`src/design/abcf_pkg.sv`:
```
`default_nettype none
// ----------------------------------------------------------------------------
// abcf_pkg: shared types and constants of the alpha bounds collider fit
// Controller states, command and status groups, register indexes, job codes
// and the fixed widths of the arithmetic datapath.
// ----------------------------------------------------------------------------
package abcf_pkg;

    // field and register widths
    localparam int ALPHA_W   = 8;
    localparam int DIM_CFG_W = 13;
    localparam int CFG_W     = 32;
    localparam int IDX_W     = 3;
    localparam int Q_W       = 32;

    // arithmetic: 64-bit products, 16-bit multiplier chunks
    localparam int ACC_W     = 64;
    localparam int CHUNK_W   = 16;
    localparam int N_CHUNK   = 3;
    localparam int OPR_W     = CHUNK_W * N_CHUNK;
    localparam int CHK_IDX_W = 2;
    localparam int SQ_W      = 66;
    localparam int SQ_ITERS  = SQ_W / 2;
    localparam int ROOT_W    = SQ_ITERS;
    localparam int JOB_W     = 3;

    // register indexes
    localparam logic [IDX_W-1:0] CFG_ALPHA_THRESHOLD = 3'd0;
    localparam logic [IDX_W-1:0] CFG_IMAGE_WIDTH     = 3'd1;
    localparam logic [IDX_W-1:0] CFG_IMAGE_HEIGHT    = 3'd2;
    localparam logic [IDX_W-1:0] CFG_SPRITE_WIDTH    = 3'd3;
    localparam logic [IDX_W-1:0] CFG_SPRITE_HEIGHT   = 3'd4;
    localparam logic [IDX_W-1:0] CFG_PIVOT_X         = 3'd5;
    localparam logic [IDX_W-1:0] CFG_PIVOT_Y         = 3'd6;

    // divide jobs
    localparam logic [JOB_W-1:0] DIV_NCX = 3'd0;
    localparam logic [JOB_W-1:0] DIV_NCY = 3'd1;
    localparam logic [JOB_W-1:0] DIV_NSX = 3'd2;
    localparam logic [JOB_W-1:0] DIV_NSY = 3'd3;

    // multiply jobs
    localparam logic [JOB_W-1:0] JOB_CX  = 3'd0;
    localparam logic [JOB_W-1:0] JOB_CY  = 3'd1;
    localparam logic [JOB_W-1:0] JOB_RW  = 3'd2;
    localparam logic [JOB_W-1:0] JOB_RH  = 3'd3;
    localparam logic [JOB_W-1:0] JOB_RW2 = 3'd4;
    localparam logic [JOB_W-1:0] JOB_RH2 = 3'd5;

    typedef enum logic [3:0] {
        ST_SCAN,
        ST_DIV_LOAD,
        ST_DIV_RUN,
        ST_DIV_STORE,
        ST_MUL,
        ST_MUL_STORE,
        ST_SQ_LOAD,
        ST_SQ_RUN,
        ST_OUT
    } state_t;

    typedef struct packed {
        logic                 scan;
        logic                 div_load;
        logic                 div_step;
        logic                 div_store;
        logic                 mul_step;
        logic                 mul_first;
        logic [CHK_IDX_W-1:0] chunk;
        logic                 mul_store;
        logic                 sq_load;
        logic                 sq_step;
        logic                 out_load;
        logic [JOB_W-1:0]     job;
    } cmd_t;

    typedef struct packed {
        logic accept_last;
        logic found_now;
        logic out_free;
    } status_t;

endpackage
`default_nettype wire

```
`src/design/abcf_ctrl.sv`:
```
`default_nettype none
// ----------------------------------------------------------------------------
// abcf_ctrl: frame sequencer
// Scans pixels, then for a frame with opaque pixels steps the datapath through
// four divides, six multiplies and a square root; every frame ends with the result load.
// ----------------------------------------------------------------------------
module abcf_ctrl #(
    parameter int NUMW = 30
) (
    input  wire                aclk,
    input  wire                aresetn,
    input  abcf_pkg::status_t  status_i,
    output abcf_pkg::cmd_t     cmd_o
);
    import abcf_pkg::*;

    localparam int CNT_MAX = (NUMW > SQ_ITERS) ? NUMW : SQ_ITERS;
    localparam int CNTW    = $clog2(CNT_MAX);

    state_t            state_reg, state_next;
    logic [JOB_W-1:0]  job_reg, job_next;
    logic [CNTW-1:0]   cnt_reg, cnt_next;

    // state registers
    always_ff @(posedge aclk) begin
        if (!aresetn) begin
            state_reg <= ST_SCAN;
            job_reg   <= '0;
            cnt_reg   <= '0;
        end else begin
            state_reg <= state_next;
            job_reg   <= job_next;
            cnt_reg   <= cnt_next;
        end
    end

    // next state
    always_comb begin
        state_next = state_reg;
        job_next   = job_reg;
        cnt_next   = cnt_reg;
        unique case (state_reg)
            ST_SCAN: begin
                if (status_i.accept_last) begin
                    job_next   = DIV_NCX;
                    state_next = status_i.found_now ? ST_DIV_LOAD : ST_OUT;
                end
            end
            ST_DIV_LOAD: begin
                cnt_next   = '0;
                state_next = ST_DIV_RUN;
            end
            ST_DIV_RUN: begin
                if (cnt_reg == CNTW'(NUMW - 1)) begin
                    state_next = ST_DIV_STORE;
                end else begin
                    cnt_next = cnt_reg + CNTW'(1);
                end
            end
            ST_DIV_STORE: begin
                if (job_reg == DIV_NSY) begin
                    job_next   = JOB_CX;
                    cnt_next   = CNTW'(N_CHUNK - 1);
                    state_next = ST_MUL;
                end else begin
                    job_next   = job_reg + JOB_W'(1);
                    state_next = ST_DIV_LOAD;
                end
            end
            ST_MUL: begin
                if (cnt_reg == '0) begin
                    state_next = ST_MUL_STORE;
                end else begin
                    cnt_next = cnt_reg - CNTW'(1);
                end
            end
            ST_MUL_STORE: begin
                if (job_reg == JOB_RH2) begin
                    state_next = ST_SQ_LOAD;
                end else begin
                    job_next   = job_reg + JOB_W'(1);
                    cnt_next   = CNTW'(N_CHUNK - 1);
                    state_next = ST_MUL;
                end
            end
            ST_SQ_LOAD: begin
                cnt_next   = '0;
                state_next = ST_SQ_RUN;
            end
            ST_SQ_RUN: begin
                if (cnt_reg == CNTW'(SQ_ITERS - 1)) begin
                    state_next = ST_OUT;
                end else begin
                    cnt_next = cnt_reg + CNTW'(1);
                end
            end
            ST_OUT: begin
                if (status_i.out_free) begin
                    state_next = ST_SCAN;
                end
            end
            default: state_next = ST_SCAN;
        endcase
    end

    // datapath commands
    always_comb begin
        cmd_o           = '0;
        cmd_o.job       = job_reg;
        cmd_o.chunk     = cnt_reg[CHK_IDX_W-1:0];
        cmd_o.mul_first = (cnt_reg == CNTW'(N_CHUNK - 1));
        unique case (state_reg)
            ST_SCAN:      cmd_o.scan      = 1'b1;
            ST_DIV_LOAD:  cmd_o.div_load  = 1'b1;
            ST_DIV_RUN:   cmd_o.div_step  = 1'b1;
            ST_DIV_STORE: cmd_o.div_store = 1'b1;
            ST_MUL:       cmd_o.mul_step  = 1'b1;
            ST_MUL_STORE: cmd_o.mul_store = 1'b1;
            ST_SQ_LOAD:   cmd_o.sq_load   = 1'b1;
            ST_SQ_RUN:    cmd_o.sq_step   = 1'b1;
            ST_OUT:       cmd_o.out_load  = status_i.out_free;
            default:      cmd_o.scan      = 1'b0;
        endcase
    end

`ifndef ASSERT_OFF
    // a result is never loaded over one still waiting
    a_out_free: assert property (@(posedge aclk) disable iff (!aresetn)
        cmd_o.out_load |-> status_i.out_free)
        else $error("result loaded while output register busy");

    // a frame with opaque pixels starts the divide sequence
    a_frame_div: assert property (@(posedge aclk) disable iff (!aresetn)
        (status_i.accept_last && status_i.found_now) |=> (state_reg == ST_DIV_LOAD))
        else $error("frame end did not start the fit");

    // multiplier chunk index stays in range
    a_chunk: assert property (@(posedge aclk) disable iff (!aresetn)
        (state_reg == ST_MUL) |-> (cnt_reg < CNTW'(N_CHUNK)))
        else $error("multiplier chunk out of range");
`endif

endmodule
`default_nettype wire

```
`src/design/abcf_datapath.sv`:
```
`default_nettype none
// ----------------------------------------------------------------------------
// abcf_datapath: pixel scan, bounds and collider arithmetic
// Holds configuration, raster counters and bounds, a restoring divider, a
// chunked 16x48 multiplier, a digit-by-digit square root and the output word.
// ----------------------------------------------------------------------------
module abcf_datapath #(
    parameter int MAX_DIM = 4096
) (
    input  wire                            aclk,
    input  wire                            aresetn,
    input  abcf_pkg::cmd_t                 cmd_i,
    output abcf_pkg::status_t              status_o,
    input  wire                            cfg_we,
    input  wire [abcf_pkg::IDX_W-1:0]      cfg_index,
    input  wire [abcf_pkg::CFG_W-1:0]      cfg_wdata,
    input  wire                            s_valid,
    input  wire [abcf_pkg::ALPHA_W-1:0]    s_pixel_alpha,
    output logic                           m_valid,
    input  wire                            m_ready,
    output logic                           m_found,
    output logic signed [abcf_pkg::Q_W-1:0] m_center_x,
    output logic signed [abcf_pkg::Q_W-1:0] m_center_y,
    output logic signed [abcf_pkg::Q_W-1:0] m_size_x,
    output logic signed [abcf_pkg::Q_W-1:0] m_size_y,
    output logic [abcf_pkg::Q_W-1:0]       m_sphere_radius
);
    import abcf_pkg::*;

    localparam int CW   = (MAX_DIM > 1) ? $clog2(MAX_DIM) : 1;
    localparam int DW   = $clog2(MAX_DIM + 1);
    localparam int RDW  = DW + 1;
    localparam int NUMW = CW + 18;
    localparam int QW   = CW + 17;
    localparam int DXW  = 36;

    // configuration
    logic [ALPHA_W-1:0]   thr_reg;
    logic [DIM_CFG_W-1:0] iw_reg, ih_reg;
    logic [Q_W-1:0]       sw_reg, sh_reg, px_reg, py_reg;

    always_ff @(posedge aclk) begin
        if (!aresetn) begin
            thr_reg <= '0;
            iw_reg  <= DIM_CFG_W'(64);
            ih_reg  <= DIM_CFG_W'(64);
            sw_reg  <= Q_W'(65536);
            sh_reg  <= Q_W'(65536);
            px_reg  <= Q_W'(32768);
            py_reg  <= Q_W'(32768);
        end else if (cfg_we) begin
            unique case (cfg_index)
                CFG_ALPHA_THRESHOLD: thr_reg <= cfg_wdata[ALPHA_W-1:0];
                CFG_IMAGE_WIDTH:     iw_reg  <= cfg_wdata[DIM_CFG_W-1:0];
                CFG_IMAGE_HEIGHT:    ih_reg  <= cfg_wdata[DIM_CFG_W-1:0];
                CFG_SPRITE_WIDTH:    sw_reg  <= cfg_wdata;
                CFG_SPRITE_HEIGHT:   sh_reg  <= cfg_wdata;
                CFG_PIVOT_X:         px_reg  <= cfg_wdata;
                CFG_PIVOT_Y:         py_reg  <= cfg_wdata;
                default: ;
            endcase
        end
    end

    // clamp image size to 1..MAX_DIM
    function automatic logic [DW-1:0] eff_dim(input logic [DIM_CFG_W-1:0] d);
        logic [DW-1:0] r;
        if (d == '0) begin
            r = DW'(1);
        end else if (int'(d) > MAX_DIM) begin
            r = DW'(MAX_DIM);
        end else begin
            r = DW'(d);
        end
        return r;
    endfunction

    logic [DW-1:0] w, h;
    assign w = eff_dim(iw_reg);
    assign h = eff_dim(ih_reg);

    // raster counters and bounds
    logic [CW-1:0] column_reg, row_reg, minc_reg, maxc_reg, minr_reg, maxr_reg;
    logic          any_reg;
    logic [CW-1:0] nminc, nmaxc, nminr, nmaxr;
    logic          nany, opaque, accept, col_end, row_end, last;

    assign opaque  = s_pixel_alpha > thr_reg;
    assign accept  = cmd_i.scan && s_valid;
    assign col_end = (DW'(column_reg) + DW'(1)) >= w;
    assign row_end = (DW'(row_reg) + DW'(1)) >= h;
    assign last    = col_end && row_end;
    assign nminc   = (opaque && column_reg < minc_reg) ? column_reg : minc_reg;
    assign nmaxc   = (opaque && column_reg > maxc_reg) ? column_reg : maxc_reg;
    assign nminr   = (opaque && row_reg < minr_reg) ? row_reg : minr_reg;
    assign nmaxr   = (opaque && row_reg > maxr_reg) ? row_reg : maxr_reg;
    assign nany    = any_reg || opaque;

    logic [CW-1:0] cminc_reg, cmaxc_reg, cminr_reg, cmaxr_reg;
    logic          cfound_reg;

    always_ff @(posedge aclk) begin
        if (!aresetn) begin
            column_reg <= '0;
            row_reg    <= '0;
            minc_reg   <= CW'(MAX_DIM - 1);
            maxc_reg   <= '0;
            minr_reg   <= CW'(MAX_DIM - 1);
            maxr_reg   <= '0;
            any_reg    <= 1'b0;
        end else if (accept) begin
            if (col_end) begin
                column_reg <= '0;
                row_reg    <= row_end ? '0 : row_reg + CW'(1);
            end else begin
                column_reg <= column_reg + CW'(1);
            end
            if (last) begin
                minc_reg <= CW'(MAX_DIM - 1);
                maxc_reg <= '0;
                minr_reg <= CW'(MAX_DIM - 1);
                maxr_reg <= '0;
                any_reg  <= 1'b0;
            end else begin
                minc_reg <= nminc;
                maxc_reg <= nmaxc;
                minr_reg <= nminr;
                maxr_reg <= nmaxr;
                any_reg  <= nany;
            end
        end
    end

    // frame snapshot
    always_ff @(posedge aclk) begin
        if (accept && last) begin
            cminc_reg  <= nminc;
            cmaxc_reg  <= nmaxc;
            cminr_reg  <= nminr;
            cmaxr_reg  <= nmaxr;
            cfound_reg <= nany;
        end
    end

    assign status_o.accept_last = accept && last;
    assign status_o.found_now   = nany;
    assign status_o.out_free    = !m_valid || m_ready;

    // divider operands
    logic [NUMW-1:0] num_sel;
    logic [RDW-1:0]  den_sel;
    always_comb begin
        case (cmd_i.job)
            DIV_NCX: begin
                num_sel = ((NUMW'(cminc_reg) + NUMW'(cmaxc_reg) + NUMW'(1)) << 16) + NUMW'(w);
                den_sel = {w, 1'b0};
            end
            DIV_NCY: begin
                num_sel = ((NUMW'(cminr_reg) + NUMW'(cmaxr_reg) + NUMW'(1)) << 16) + NUMW'(h);
                den_sel = {h, 1'b0};
            end
            DIV_NSX: begin
                num_sel = ((NUMW'(cmaxc_reg - cminc_reg) + NUMW'(1)) << 17) + NUMW'(w);
                den_sel = {w, 1'b0};
            end
            default: begin
                num_sel = ((NUMW'(cmaxr_reg - cminr_reg) + NUMW'(1)) << 17) + NUMW'(h);
                den_sel = {h, 1'b0};
            end
        endcase
    end

    // restoring divider, one quotient bit a cycle
    logic [NUMW-1:0] num_reg;
    logic [RDW-1:0]  rem_reg, den_reg;
    logic [RDW:0]    rem_sh;
    logic            div_ge;
    logic [QW-1:0]   ncx_reg, ncy_reg, nsx_reg, nsy_reg;

    assign rem_sh = {rem_reg, num_reg[NUMW-1]};
    assign div_ge = rem_sh >= {1'b0, den_reg};

    always_ff @(posedge aclk) begin
        if (cmd_i.div_load) begin
            num_reg <= num_sel;
            den_reg <= den_sel;
            rem_reg <= '0;
        end else if (cmd_i.div_step) begin
            rem_reg <= div_ge ? RDW'(rem_sh - {1'b0, den_reg}) : RDW'(rem_sh);
            num_reg <= {num_reg[NUMW-2:0], div_ge};
        end
        if (cmd_i.div_store) begin
            case (cmd_i.job)
                DIV_NCX: ncx_reg <= num_reg[QW-1:0];
                DIV_NCY: ncy_reg <= num_reg[QW-1:0];
                DIV_NSX: nsx_reg <= num_reg[QW-1:0];
                default: nsy_reg <= num_reg[QW-1:0];
            endcase
        end
    end

    // center offsets and magnitudes
    logic [DXW-1:0] dx, dy, mag_x, mag_y;
    assign dx    = {{(DXW-QW){1'b0}}, ncx_reg} - {{(DXW-Q_W){px_reg[Q_W-1]}}, px_reg};
    assign dy    = {{(DXW-Q_W){py_reg[Q_W-1]}}, py_reg} - {{(DXW-QW){1'b0}}, ncy_reg};
    assign mag_x = dx[DXW-1] ? (~dx + DXW'(1)) : dx;
    assign mag_y = dy[DXW-1] ? (~dy + DXW'(1)) : dy;

    // multiplier operands
    logic [OPR_W-1:0] rw_reg, rh_reg, mul_a, mul_b;
    always_comb begin
        case (cmd_i.job)
            JOB_CX: begin
                mul_a = {{(OPR_W-DXW){1'b0}}, mag_x};
                mul_b = {{(OPR_W-Q_W){1'b0}}, sw_reg};
            end
            JOB_CY: begin
                mul_a = {{(OPR_W-DXW){1'b0}}, mag_y};
                mul_b = {{(OPR_W-Q_W){1'b0}}, sh_reg};
            end
            JOB_RW: begin
                mul_a = {{(OPR_W-QW){1'b0}}, nsx_reg};
                mul_b = {{(OPR_W-Q_W){1'b0}}, sw_reg};
            end
            JOB_RH: begin
                mul_a = {{(OPR_W-QW){1'b0}}, nsy_reg};
                mul_b = {{(OPR_W-Q_W){1'b0}}, sh_reg};
            end
            JOB_RW2: begin
                mul_a = rw_reg;
                mul_b = rw_reg;
            end
            default: begin
                mul_a = rh_reg;
                mul_b = rh_reg;
            end
        endcase
    end

    // chunked multiply, high chunk first, 64-bit wrap as in a uint64 product
    logic [CHUNK_W-1:0] chunk_v;
    logic [ACC_W-1:0]   prod, acc_reg, rnd;
    logic [OPR_W-1:0]   qv;
    assign chunk_v = mul_a[CHUNK_W*cmd_i.chunk +: CHUNK_W];
    assign prod    = chunk_v * mul_b;
    assign rnd     = acc_reg + ACC_W'(32768);
    assign qv      = rnd[ACC_W-1:CHUNK_W];

    // signed saturation of a rounded magnitude
    function automatic logic [Q_W-1:0] sat_signed(input logic neg, input logic [OPR_W-1:0] q);
        logic [Q_W-1:0] r;
        if (neg) begin
            r = (q > OPR_W'(33'h1_0000_0000 >> 1)) ? 32'h8000_0000 : (~q[Q_W-1:0] + Q_W'(1));
        end else begin
            r = (q > OPR_W'(32'h7FFF_FFFF)) ? 32'h7FFF_FFFF : q[Q_W-1:0];
        end
        return r;
    endfunction

    logic [Q_W-1:0] cx_reg, cy_reg;
    logic [SQ_W-2:0] s_reg;

    always_ff @(posedge aclk) begin
        if (cmd_i.mul_step) begin
            acc_reg <= cmd_i.mul_first ? prod : ((acc_reg << CHUNK_W) + prod);
        end
        if (cmd_i.mul_store) begin
            case (cmd_i.job)
                JOB_CX:  cx_reg <= sat_signed(dx[DXW-1], qv);
                JOB_CY:  cy_reg <= sat_signed(dy[DXW-1], qv);
                JOB_RW:  rw_reg <= qv;
                JOB_RH:  rh_reg <= qv;
                JOB_RW2: s_reg  <= {1'b0, acc_reg};
                default: s_reg  <= s_reg + {1'b0, acc_reg};
            endcase
        end
    end

    // square root, two radicand bits a cycle
    logic [SQ_W-1:0]   sqv_reg;
    logic [ROOT_W:0]   srem_reg;
    logic [ROOT_W-1:0] root_reg;
    logic [ROOT_W+2:0] srem_sh, trial;
    logic              sq_ge;
    assign srem_sh = {srem_reg, sqv_reg[SQ_W-1:SQ_W-2]};
    assign trial   = {1'b0, root_reg, 2'b01};
    assign sq_ge   = srem_sh >= trial;

    always_ff @(posedge aclk) begin
        if (cmd_i.sq_load) begin
            sqv_reg  <= {1'b0, s_reg};
            srem_reg <= '0;
            root_reg <= '0;
        end else if (cmd_i.sq_step) begin
            srem_reg <= sq_ge ? (ROOT_W+1)'(srem_sh - trial) : (ROOT_W+1)'(srem_sh);
            root_reg <= {root_reg[ROOT_W-2:0], sq_ge};
            sqv_reg  <= {sqv_reg[SQ_W-3:0], 2'b00};
        end
    end

    // radius and defaults
    logic [ROOT_W:0] rsum;
    logic [Q_W-1:0]  rad, mx, drad;
    logic [Q_W:0]    dsum;
    assign rsum = {1'b0, root_reg} + (ROOT_W+1)'(1);
    assign rad  = rsum[ROOT_W] ? 32'hFFFF_FFFF : rsum[Q_W:1];
    assign mx   = (sw_reg > sh_reg) ? sw_reg : sh_reg;
    assign dsum = {1'b0, mx} + (Q_W+1)'(1);
    assign drad = dsum[Q_W:1];

    // output register
    always_ff @(posedge aclk) begin
        if (!aresetn) begin
            m_valid <= 1'b0;
        end else if (cmd_i.out_load) begin
            m_valid <= 1'b1;
        end else if (m_ready) begin
            m_valid <= 1'b0;
        end
    end

    always_ff @(posedge aclk) begin
        if (cmd_i.out_load) begin
            m_found <= cfound_reg;
            if (cfound_reg) begin
                m_center_x      <= cx_reg;
                m_center_y      <= cy_reg;
                m_size_x        <= sat_signed(1'b0, rw_reg);
                m_size_y        <= sat_signed(1'b0, rh_reg);
                m_sphere_radius <= rad;
            end else begin
                m_center_x      <= '0;
                m_center_y      <= '0;
                m_size_x        <= sat_signed(1'b0, {{(OPR_W-Q_W){1'b0}}, sw_reg});
                m_size_y        <= sat_signed(1'b0, {{(OPR_W-Q_W){1'b0}}, sh_reg});
                m_sphere_radius <= drad;
            end
        end
    end

endmodule
`default_nettype wire

```
`src/design/alpha_bounds_collider_fit_top.sv`:
```
`default_nettype none
// ----------------------------------------------------------------------------
// alpha_bounds_collider_fit_top: opaque-region bounding box to collider fit
// Pixels of an image enter in raster order, one word a cycle. On the last
// pixel the block stops taking words while it fits the region and then
// delivers one result word. While scanning, one pixel is taken every cycle.
// After the last pixel of a frame with opaque pixels the fit runs four divides
// at one quotient bit a cycle, six multiplies of three 16-bit chunks and a
// 33-step square root, then waits for the output register to free; a frame
// with no opaque pixel goes straight to that wait. The next frame's pixels
// are taken once the result is loaded.
// ----------------------------------------------------------------------------
module alpha_bounds_collider_fit_top #(
    parameter int MAX_DIM = 4096
) (
    input  wire                             aclk,
    input  wire                             aresetn,
    input  wire                             cfg_we,
    input  wire [abcf_pkg::IDX_W-1:0]       cfg_index,
    input  wire [abcf_pkg::CFG_W-1:0]       cfg_wdata,
    input  wire                             s_valid,
    output logic                            s_ready,
    input  wire [abcf_pkg::ALPHA_W-1:0]     s_pixel_alpha,
    output logic                            m_valid,
    input  wire                             m_ready,
    output logic                            m_found,
    output logic signed [abcf_pkg::Q_W-1:0] m_center_x,
    output logic signed [abcf_pkg::Q_W-1:0] m_center_y,
    output logic signed [abcf_pkg::Q_W-1:0] m_size_x,
    output logic signed [abcf_pkg::Q_W-1:0] m_size_y,
    output logic [abcf_pkg::Q_W-1:0]        m_sphere_radius
);
    import abcf_pkg::*;

    localparam int CW   = (MAX_DIM > 1) ? $clog2(MAX_DIM) : 1;
    localparam int NUMW = CW + 18;

    cmd_t    cmd;
    status_t status;

    assign s_ready = cmd.scan;

    // sequencer
    abcf_ctrl #(
        .NUMW (NUMW)
    ) u_ctrl (
        .aclk     (aclk),
        .aresetn  (aresetn),
        .status_i (status),
        .cmd_o    (cmd)
    );

    // arithmetic and storage
    abcf_datapath #(
        .MAX_DIM (MAX_DIM)
    ) u_datapath (
        .aclk            (aclk),
        .aresetn         (aresetn),
        .cmd_i           (cmd),
        .status_o        (status),
        .cfg_we          (cfg_we),
        .cfg_index       (cfg_index),
        .cfg_wdata       (cfg_wdata),
        .s_valid         (s_valid),
        .s_pixel_alpha   (s_pixel_alpha),
        .m_valid         (m_valid),
        .m_ready         (m_ready),
        .m_found         (m_found),
        .m_center_x      (m_center_x),
        .m_center_y      (m_center_y),
        .m_size_x        (m_size_x),
        .m_size_y        (m_size_y),
        .m_sphere_radius (m_sphere_radius)
    );

endmodule
`default_nettype wire
```
`config.mk`:
```
export PLATFORM = sky130hd
export DESIGN_NAME = alpha_bounds_collider_fit_top
export DESIGN_NICKNAME = d
export VERILOG_FILES = /design/src/design/abcf_pkg.sv /design/src/design/abcf_ctrl.sv /design/src/design/abcf_datapath.sv /design/src/design/alpha_bounds_collider_fit_top.sv
export SDC_FILE = /design/constraint.sdc
export NUM_CORES = 2
export LEC_CHECK = 0
export BUFFER_PORTS_ARGS = -buffer_cell sky130_fd_sc_hd__buf_2
export CAP_MARGIN = 15
export CORE_MARGIN = 10
export CORE_UTILIZATION = 50
export DETAILED_ROUTE_END_ITERATION = 10
export PLACE_DENSITY_LB_ADDON = 0.15
export SLEW_MARGIN = 20
export SYNTH_ARGS = -nofsm -noshare
export SYNTH_HDL_FRONTEND = slang
export SYNTH_SLANG_ARGS = --single-unit
```
`constraint.sdc`:
```
create_clock -name aclk -period 13.6 [get_ports aclk]
set_clock_uncertainty 0.05 [all_clocks]
set_input_delay 2.04 -clock aclk [delete_from_list [all_inputs] [get_ports aclk]]
set_output_delay 2.04 -clock aclk [all_outputs]
set_load 0.01 [all_outputs]
```
== Word-level counts from Yosys, hierarchy flattened ==
Cells that the tools add are included.

* Add/subtract/negate cells: 31
* Multiply operators: 1
* $lt $le $gt $ge: 18
* Equal/unequal tests: 32
* Shifts and indexed selects: 1
* Multiplexer cells: 72
* Bitwise gates (word level): 5
* Reduce and logical (&&, ||, !) cells: 46

{| class="wikitable"
|+ Operators with widths
! cell !! count
|-
| $mux W32 || 13
|-
| $pmux W48 S5 || 1
|-
| $gt A48 B31 Y1 const B || 3
|-
| $pmux W48 S3 || 1
|-
| $mux W65 || 2
|-
| $pmux W65 S2 || 1
|-
| $add A30 B13 Y30 || 4
|-
| $mux W12 || 10
|-
| $pmux W30 S3 || 1
|-
| $add A36 B1 Y36 const B || 2
|-
| $mux W36 || 2
|-
| $not A36 Y36 || 2
|-
| $add A65 B64 Y65 || 1
|-
| $add A64 B16 Y64 const B || 1
|-
| $add A64 B64 Y64 || 1
|-
| $gt A32 B31 Y1 const B || 2
|-
| $mul A16 B48 Y64 || 1
|-
| $mux W64 || 1
|-
| $mux W30 || 2
|-
| $mux W13 || 4
|-
| $gt A48 B32 Y1 const B || 1
|-
| $shiftx A48 B7 Y16 || 1
|-
| $ge A36 B35 Y1 || 1
|-
| $pmux W4 S9 || 1
|-
| other kinds (63) || 147
|}

* Flip-flop bits (word level): 1,055
* Bits of input ports: 48
* Output and inout port bits: 163
* Logic and storage cells: 252

== Longest topological paths before layout ==
* Depth after elaboration: 9
* Gate-level depth with buffers: 54
* Gate-level depth less buffers: 50

== Modules after synthesis ==
From an unflattened synthesis, not the netlist that was laid out.

* Cell total of the unflattened synthesis: 9,878
* Area, all modules: 91,257.5 µm²

{| class="wikitable"
|+ By module, submodules not included
! module !! instances !! cells each !! area each (µm²) !! sequential area each (µm²)
|-
| abcf_datapath || 1 || 9,726 || 90,146.5 || 28,076.9
|-
| abcf_ctrl || 1 || 152 || 1,111.1 || 260.2
|}

== Least setup slack after synthesis ==
Ideal clock, no wire load.

* Path type: reg-to-reg
* From: register u_datapath.ncx_reg[0]
* To: register u_datapath.acc_reg[61], data pin
* Setup time: 0.260 ns
* Arrival: 12.348 ns
* Required time: 13.290 ns
* Path slack: 0.943 ns
* Stages on the path, launching flop included: 51
* Path buffers: 3
* Cell sequence: edfxtp_1 > inv_1 > ha_1 > inv_1 > fa_1 > a211oi_2 > o21ai_1 > a211oi_1 > nor3_1 > o41ai_2 > o21ai_0 > xnor2_1 > a221oi_1 > o22ai_1 > a211oi_1 > clkbuf_1 > clkbuf_1 > nor2_1 > [15 not listed] > a21oi_1 > o41ai_1 > a21boi_0 > o21ai_0 > xor2_1 > ha_1 > clkbuf_1 > a21o_1 > a21o_1 > a21oi_1 > o21ai_0 > o2111ai_1 > a2111oi_0 > o311ai_0 > nor3_1 > nor3_1 > xnor2_1 > mux2_2

* Longest elaborated chain between the ends: 9

{| class="wikitable"
|+ Ends and longest elaborated chain
! what !! line !! RTL
|-
| start, declared || abcf_datapath.sv:178 || <nowiki>logic [QW-1:0] ncx_reg, ncy_reg, nsx_reg, nsy_reg;</nowiki>
|-
| start signal, assigned || abcf_datapath.sv:194 || <nowiki>DIV_NCX: ncx_reg <= num_reg[QW-1:0];</nowiki>
|-
| $sub A30 B32 Y33 * || abcf_datapath.sv:204 || <nowiki>assign dx = {{(DXW-QW){1'b0}}, ncx_reg} - {{(DXW-Q_W){px_reg[Q_W-1]}}, px_reg};</nowiki>
|-
| $not A36 Y36 || abcf_datapath.sv:206 || <nowiki>assign mag_x = dx[DXW-1] ? (~dx + DXW'(1)) : dx;</nowiki>
|-
| $add A36 B1 Y36 || abcf_datapath.sv:206 ||
|-
| $mux W36 * || abcf_datapath.sv:206 ||
|-
| $pmux W48 S5 * || abcf_datapath.sv:212 || <nowiki>case (cmd_i.job)</nowiki>
|-
| $shiftx A48 B7 Y16 * || abcf_datapath.sv:244 || <nowiki>assign chunk_v = mul_a[CHUNK_W*cmd_i.chunk +: CHUNK_W];</nowiki>
|-
| $mul A16 B48 Y64 * || abcf_datapath.sv:245 || <nowiki>assign prod = chunk_v * mul_b;</nowiki>
|-
| $add A64 B64 Y64 || abcf_datapath.sv:265 || <nowiki>acc_reg <= cmd_i.mul_first ? prod : ((acc_reg << CHUNK_W) + prod);</nowiki>
|-
| $mux W64 * || abcf_datapath.sv:265 ||
|-
| end signal, assigned || abcf_datapath.sv:265 ||
|-
| end, declared || abcf_datapath.sv:242 || <nowiki>logic [ACC_W-1:0] prod, acc_reg, rnd;</nowiki>
|}

Mark *: on every way between the ends. The rest lies on a longest branch, timed or not.
A chain may end at the register's enable or synchronous reset.

== Worst setup path after layout ==
* From: register u_datapath.ncy_reg[19]
* To: register u_datapath.acc_reg[62], data pin

* Longest elaborated chain between the ends: 9

{| class="wikitable"
|+ Ends and longest elaborated chain
! what !! line !! RTL
|-
| start, declared || abcf_datapath.sv:178 ||
|-
| start signal, assigned || abcf_datapath.sv:195 || <nowiki>DIV_NCY: ncy_reg <= num_reg[QW-1:0];</nowiki>
|-
| $sub A32 B30 Y33 * || abcf_datapath.sv:205 || <nowiki>assign dy = {{(DXW-Q_W){py_reg[Q_W-1]}}, py_reg} - {{(DXW-QW){1'b0}}, ncy_reg};</nowiki>
|-
| $not A36 Y36 || abcf_datapath.sv:207 || <nowiki>assign mag_y = dy[DXW-1] ? (~dy + DXW'(1)) : dy;</nowiki>
|-
| $add A36 B1 Y36 || abcf_datapath.sv:207 ||
|-
| $mux W36 * || abcf_datapath.sv:207 ||
|-
| $pmux W48 S5 * || abcf_datapath.sv:212 ||
|-
| $shiftx A48 B7 Y16 * || abcf_datapath.sv:244 ||
|-
| $mul A16 B48 Y64 * || abcf_datapath.sv:245 ||
|-
| $add A64 B64 Y64 || abcf_datapath.sv:265 ||
|-
| $mux W64 * || abcf_datapath.sv:265 ||
|}

Marked as above.

==> key figures <==
Power
  – Switching power share of the total: 0.299
  – Total design power: 8660 µW
  – Reported net switching power: 2590 µW
  – Areal power density over the cells: 85.2 mW/mm²
  – Flop pwr share: 0.402
  – Combinational Power Share: 0.205
  – Peak supply drop: 0.000123 V
  – Leakage power: 0.0431 µW
  – Cell-internal power: 6070 µW
  – Share of total power in the clock network: 0.392

Critical path
  – Crit path DAT: 13,660 ps
  – Endpoint type of the worst setup path: flop
  – R2R Path End: u_datapath.acc_reg[62]$_DFFE_PP_
  – Delay of the slowest cell on the worst path: 600 ps
  – Launching element type of the critical path: flop
  – Buffer and inverter count on the worst path: 13
  – Internal reg-to-reg setup slack: 470 ps
  – Worst EP required: 14,120 ps
  – Maximum fanout count along the critical path: 15
  – CP max-delay cell: sky130_fd_sc_hd__fa_1
  – Crit Path Class: reg2reg
  – Reg2Reg Depth: 48
  – Dominant delay contributor by cell family on the critical path: adder cells
  – Launch point of the worst reg-to-reg path: u_datapath.ncy_reg[19]$_DFFE_PP_

Die
  – Core area: 0.181 mm²
  – Area enclosed by the die boundary: 0.200 mm²
  – Num rows: 156
  – Floorplan die height: 447 µm
  – Horiz. Die Dim: 447 µm
  – Starting utilization of the core area: 0.504
  – Number of top-level pins: 211

CTS
  – Maximum buffer depth of the clock tree: 3
  – Num CTS Buffers: 121
  – Number of sinks driven by the clock tree: 1,054
  – Source-to-sink clock delay at the later pin of the worst-skew pair: 820 ps
  – Root buf cell: sky130_fd_sc_hd__clkbuf_16
  – Count of H-tree levels built during CTS: 3
  – Clock-pin slew on the worst setup and hold paths: 60 ps
  – CTS tree: yes

Global routing
  – Global routing usage on met3: 0.0898
  – Overall global routing resource usage: 0.346
  – Number of global-route vias before repair: 79,246
  – Largest net degree at the start of global routing: 102
  – Global-route met1 utilization: 0.469
  – Number of antenna violations at the first check in global routing: 28
  – M2 GR Usage: 0.522
  – Grt total ovfl: 0
  – Global routing's busiest layer: met2
  – First-pass GRT wire length: 522,000 µm

Synth
  – Synthesis warning total: 0
  – Number of flip-flops and latches in the synthesized netlist: 1,054
  – Most used standard cells in the synthesized netlist: 1,379 x sky130_fd_sc_hd__nand2_1, 1,046 x sky130_fd_sc_hd__inv_1, 756 x sky130_fd_sc_hd__a21oi_1, 723 x sky130_fd_sc_hd__edfxtp_1, 652 x sky130_fd_sc_hd__fa_1
  – Summed instance area of the synthesized netlist: 0.0913 mm²
  – Library cell with the largest summed area after synthesis: sky130_fd_sc_hd__edfxtp_1
  – Area share of the largest cell type after synthesis: 0.238
  – Largest cells by area after synthesis: sky130_fd_sc_hd__edfxtp_1 24%, sky130_fd_sc_hd__fa_1 14%, sky130_fd_sc_hd__ha_1 7.7%
  – Cells after Synth: 10,232
  – Library cells used by synthesis: 106
  – Commonest register cell after synthesis: sky130_fd_sc_hd__edfxtp_1
  – Syn Area/Cell: 8.92 µm²
  – Post-synthesis async set-or-reset flop share: 0
  – Part of the Yosys area used for sequential elements: 0.310
  – Number of enable-type register cells in the synthesized netlist: 723
  – Most frequent cell after synthesis: sky130_fd_sc_hd__nand2_1

Placed design
  – Port buffer count: 210
  – Worst setup timing slack at the placement stage: -17.0 ps
  – Total half-perimeter wirelength after legalization and detailed placement: 273,000 µm
  – Gp weighted congestion: 1.01

Timing
  – Max transition margin: 0.0998
  – Final Slew Violations: 0
  – Worst-Margin Slew: 1340 ps
  – Total setup violations reported at the end of the flow: 0
  – Period utilization: 0.966
  – Tightest hold margin: 408 ps
  – Achievable Freq: 76.1 MHz
  – Post-route worst setup slack: 466 ps
  – Final hold violations: 0
  – Tmin final: 13,130 ps

Routing
  – Number of detailed-route iterations in the first pass: 8
  – Post-DR wirelength/cell: 27.4 µm
  – Via total after detailed routing: 80,979
  – Wirelength, routed: 354,000 µm
  – Number of nets still failing antenna checks after routing: 0
  – Number of violations reported at the end of detailed-routing iteration 0: 9,266
  – Post-route DRC: 0
  – Vias per cell: 6.26

Layout
  – Seq. cell area: 0.0283 mm²
  – Proportion of layout cells with a drive suffix above 1: 0.107
  – FILL cells: 16,361
  – Final-stage net count: 11,707
  – Number of flip-flops in the largest register: 66
  – Area used by multi-input combinational logic: 0.0575 mm²
  – Layout overhead on the synthesized area: 11.3%

Worst hold path
  – Class of the most critical hold timing path: reg2reg
  – Worst Hold End: u_datapath.px_reg[5]$_SDFFE_PN0P_
  – Number of cells traversed by the worst hold path: 2
  – Hold path startpoint: u_datapath.px_reg[5]$_SDFFE_PN0P_

Run status
  – Result of the run: complete, no violations

Run
  – MaxCap Viol Count: 0
[cells in the final DEF, fill, tap and decap left out, types with 71 or more instances in the layout]
master	instances
sky130_fd_sc_hd__nand2_1	1375
sky130_fd_sc_hd__inv_1	1045
sky130_fd_sc_hd__a21oi_1	750
sky130_fd_sc_hd__edfxtp_1	723
sky130_fd_sc_hd__fa_1	647
sky130_fd_sc_hd__nor2_1	566
sky130_fd_sc_hd__ha_1	564
sky130_fd_sc_hd__o21ai_0	478
sky130_fd_sc_hd__buf_4	409
sky130_fd_sc_hd__dfxtp_1	330
sky130_fd_sc_hd__xnor2_1	245
sky130_fd_sc_hd__nor3_1	243
sky130_fd_sc_hd__nand3_1	239
sky130_fd_sc_hd__a21o_1	237
sky130_fd_sc_hd__buf_2	210
sky130_fd_sc_hd__xor2_1	168
sky130_fd_sc_hd__and2_1	161
sky130_fd_sc_hd__clkbuf_16	125
sky130_fd_sc_hd__nand4_1	107
sky130_fd_sc_hd__or3_1	96
sky130_fd_sc_hd__mux2i_1	91
sky130_fd_sc_hd__a31oi_1	89
sky130_fd_sc_hd__nor4_1	84
sky130_fd_sc_hd__and3_1	80
sky130_fd_sc_hd__nor2b_1	79
sky130_fd_sc_hd__nand2b_1	71
[per-stage QoR]
| stage | utilization | instances | TNS (ps) | area, µm² |
|---|---|---|---|---|
| 6_report | 0.561 | 12937 | 0 | 102000 |
| 5_1_grt | 0.561 | 12920 | -54.5 | 102000 |
| 4_1_cts | 0.559 | 12911 | 0 | 101000 |
| 3_5_place_dp | 0.536 | 12682 | -17.0 | 97100 |
| 3_3_place_gp | 0.536 | 12681 | 0 | 97100 |
| 2_1_floorplan | - | 10233 | 0 | 91300 |
[logic make-up (layout without fill, tap and decap cells)]
family | after synthesis | in the layout | share of synthesized area
DFF | 1054 | 1054 | 0.310
muxes | 158 | 158 | 0.0182
xor gates and xnor gates | 427 | 427 | 0.0410
adders and majority gates | 1216 | 1216 | 0.220
AOI/OAI and AO/OA | 2444 | 2444 | 0.173
buffers and inverters | 1612 | 1928 | 0.0674
other | 1 | 20 | 0.0000411
and+or+nand+nor | 3320 | 3320 | 0.170
[power by group through the flow]
stage | combinational (µW) | clock (µW) | sequential [µW]
after floorplan | 1080 | 0 | 3540
after global placement | 1700 | 0 | 3550
after detailed placement | 1710 | 0 | 3550
after CTS | 1730 | 3430 | 3490
after global routing | 1930 | 3560 | 3490
final | 1780 | 3400 | 3490
[worst max-delay path by stage]
stage | slack [ps] | from | cells after the start | to
detailed placement | -20 | u_datapath.ncx_reg[0]$_DFFE_PP_ | 48 | u_datapath.acc_reg[63]$_DFFE_PP_
global placement | 120 | u_datapath.ncx_reg[0]$_DFFE_PP_ | 48 | u_datapath.acc_reg[63]$_DFFE_PP_
global route | -40 | u_datapath.py_reg[0]$_SDFFE_PN0P_ | 51 | u_datapath.acc_reg[63]$_DFFE_PP_
finish | 470 | u_datapath.ncy_reg[19]$_DFFE_PP_ | 48 | u_datapath.acc_reg[62]$_DFFE_PP_
floorplan | 940 | u_datapath.ncx_reg[0]$_DFFE_PP_ | 50 | u_datapath.acc_reg[61]$_DFFE_PP_
CTS | 60 | u_datapath.ncx_reg[0]$_DFFE_PP_ | 51 | u_datapath.acc_reg[57]$_DFFE_PP_
[timing repair]
| item | 4_1_cts | 5_1_grt |
|---|---|---|
| pin swaps | 1 | 7 |
| buffers inserted | 0 | 5 |
| hold buffers | 0 | 0 |
| gates resized for setup | 1 | 63 |
| endpoints found under the setup margin | 2 | 24 |
| cloned | 0 | 1 |
| hold endpoints to repair | 0 | 0 |
[worst reg2reg max path, delay by kind of cell, from the launching register on]
| family | cells | cell delay, ps |
|---|---|---|
| DFF | 1 | 360 |
| AOI/OAI and AO/OA | 14 | 3340 |
| and+or+nand+nor | 7 | 1620 |
| buffers and inverters | 13 | 1950 |
| xor gates and xnor gates | 3 | 660 |
| adders and majority gates | 9 | 4250 |
| muxes | 2 | 640 |
[metal layers]
metal | share of wire | wire (µm) | vias up
met2 | 0.43 | 152000 | 4132
met4 | 0.054 | 19000 | 16
li1 | - | - | 36123
met5 | 0.00037 | 131 | -
met3 | 0.11 | 38100 | 795
met1 | 0.41 | 145000 | 39913
[layout make-up]
class                      count  share of cell area
tap                         2370              0.0292
clock inverter                80             0.00825
clock buffer                 149              0.0321
timing repair buffer         650              0.0465
inverter                    1049              0.0388
sequential                  1054               0.279
multi-input combinational   7567               0.566
antenna                       18            0.000443
(Power assumes the default switching activity.)
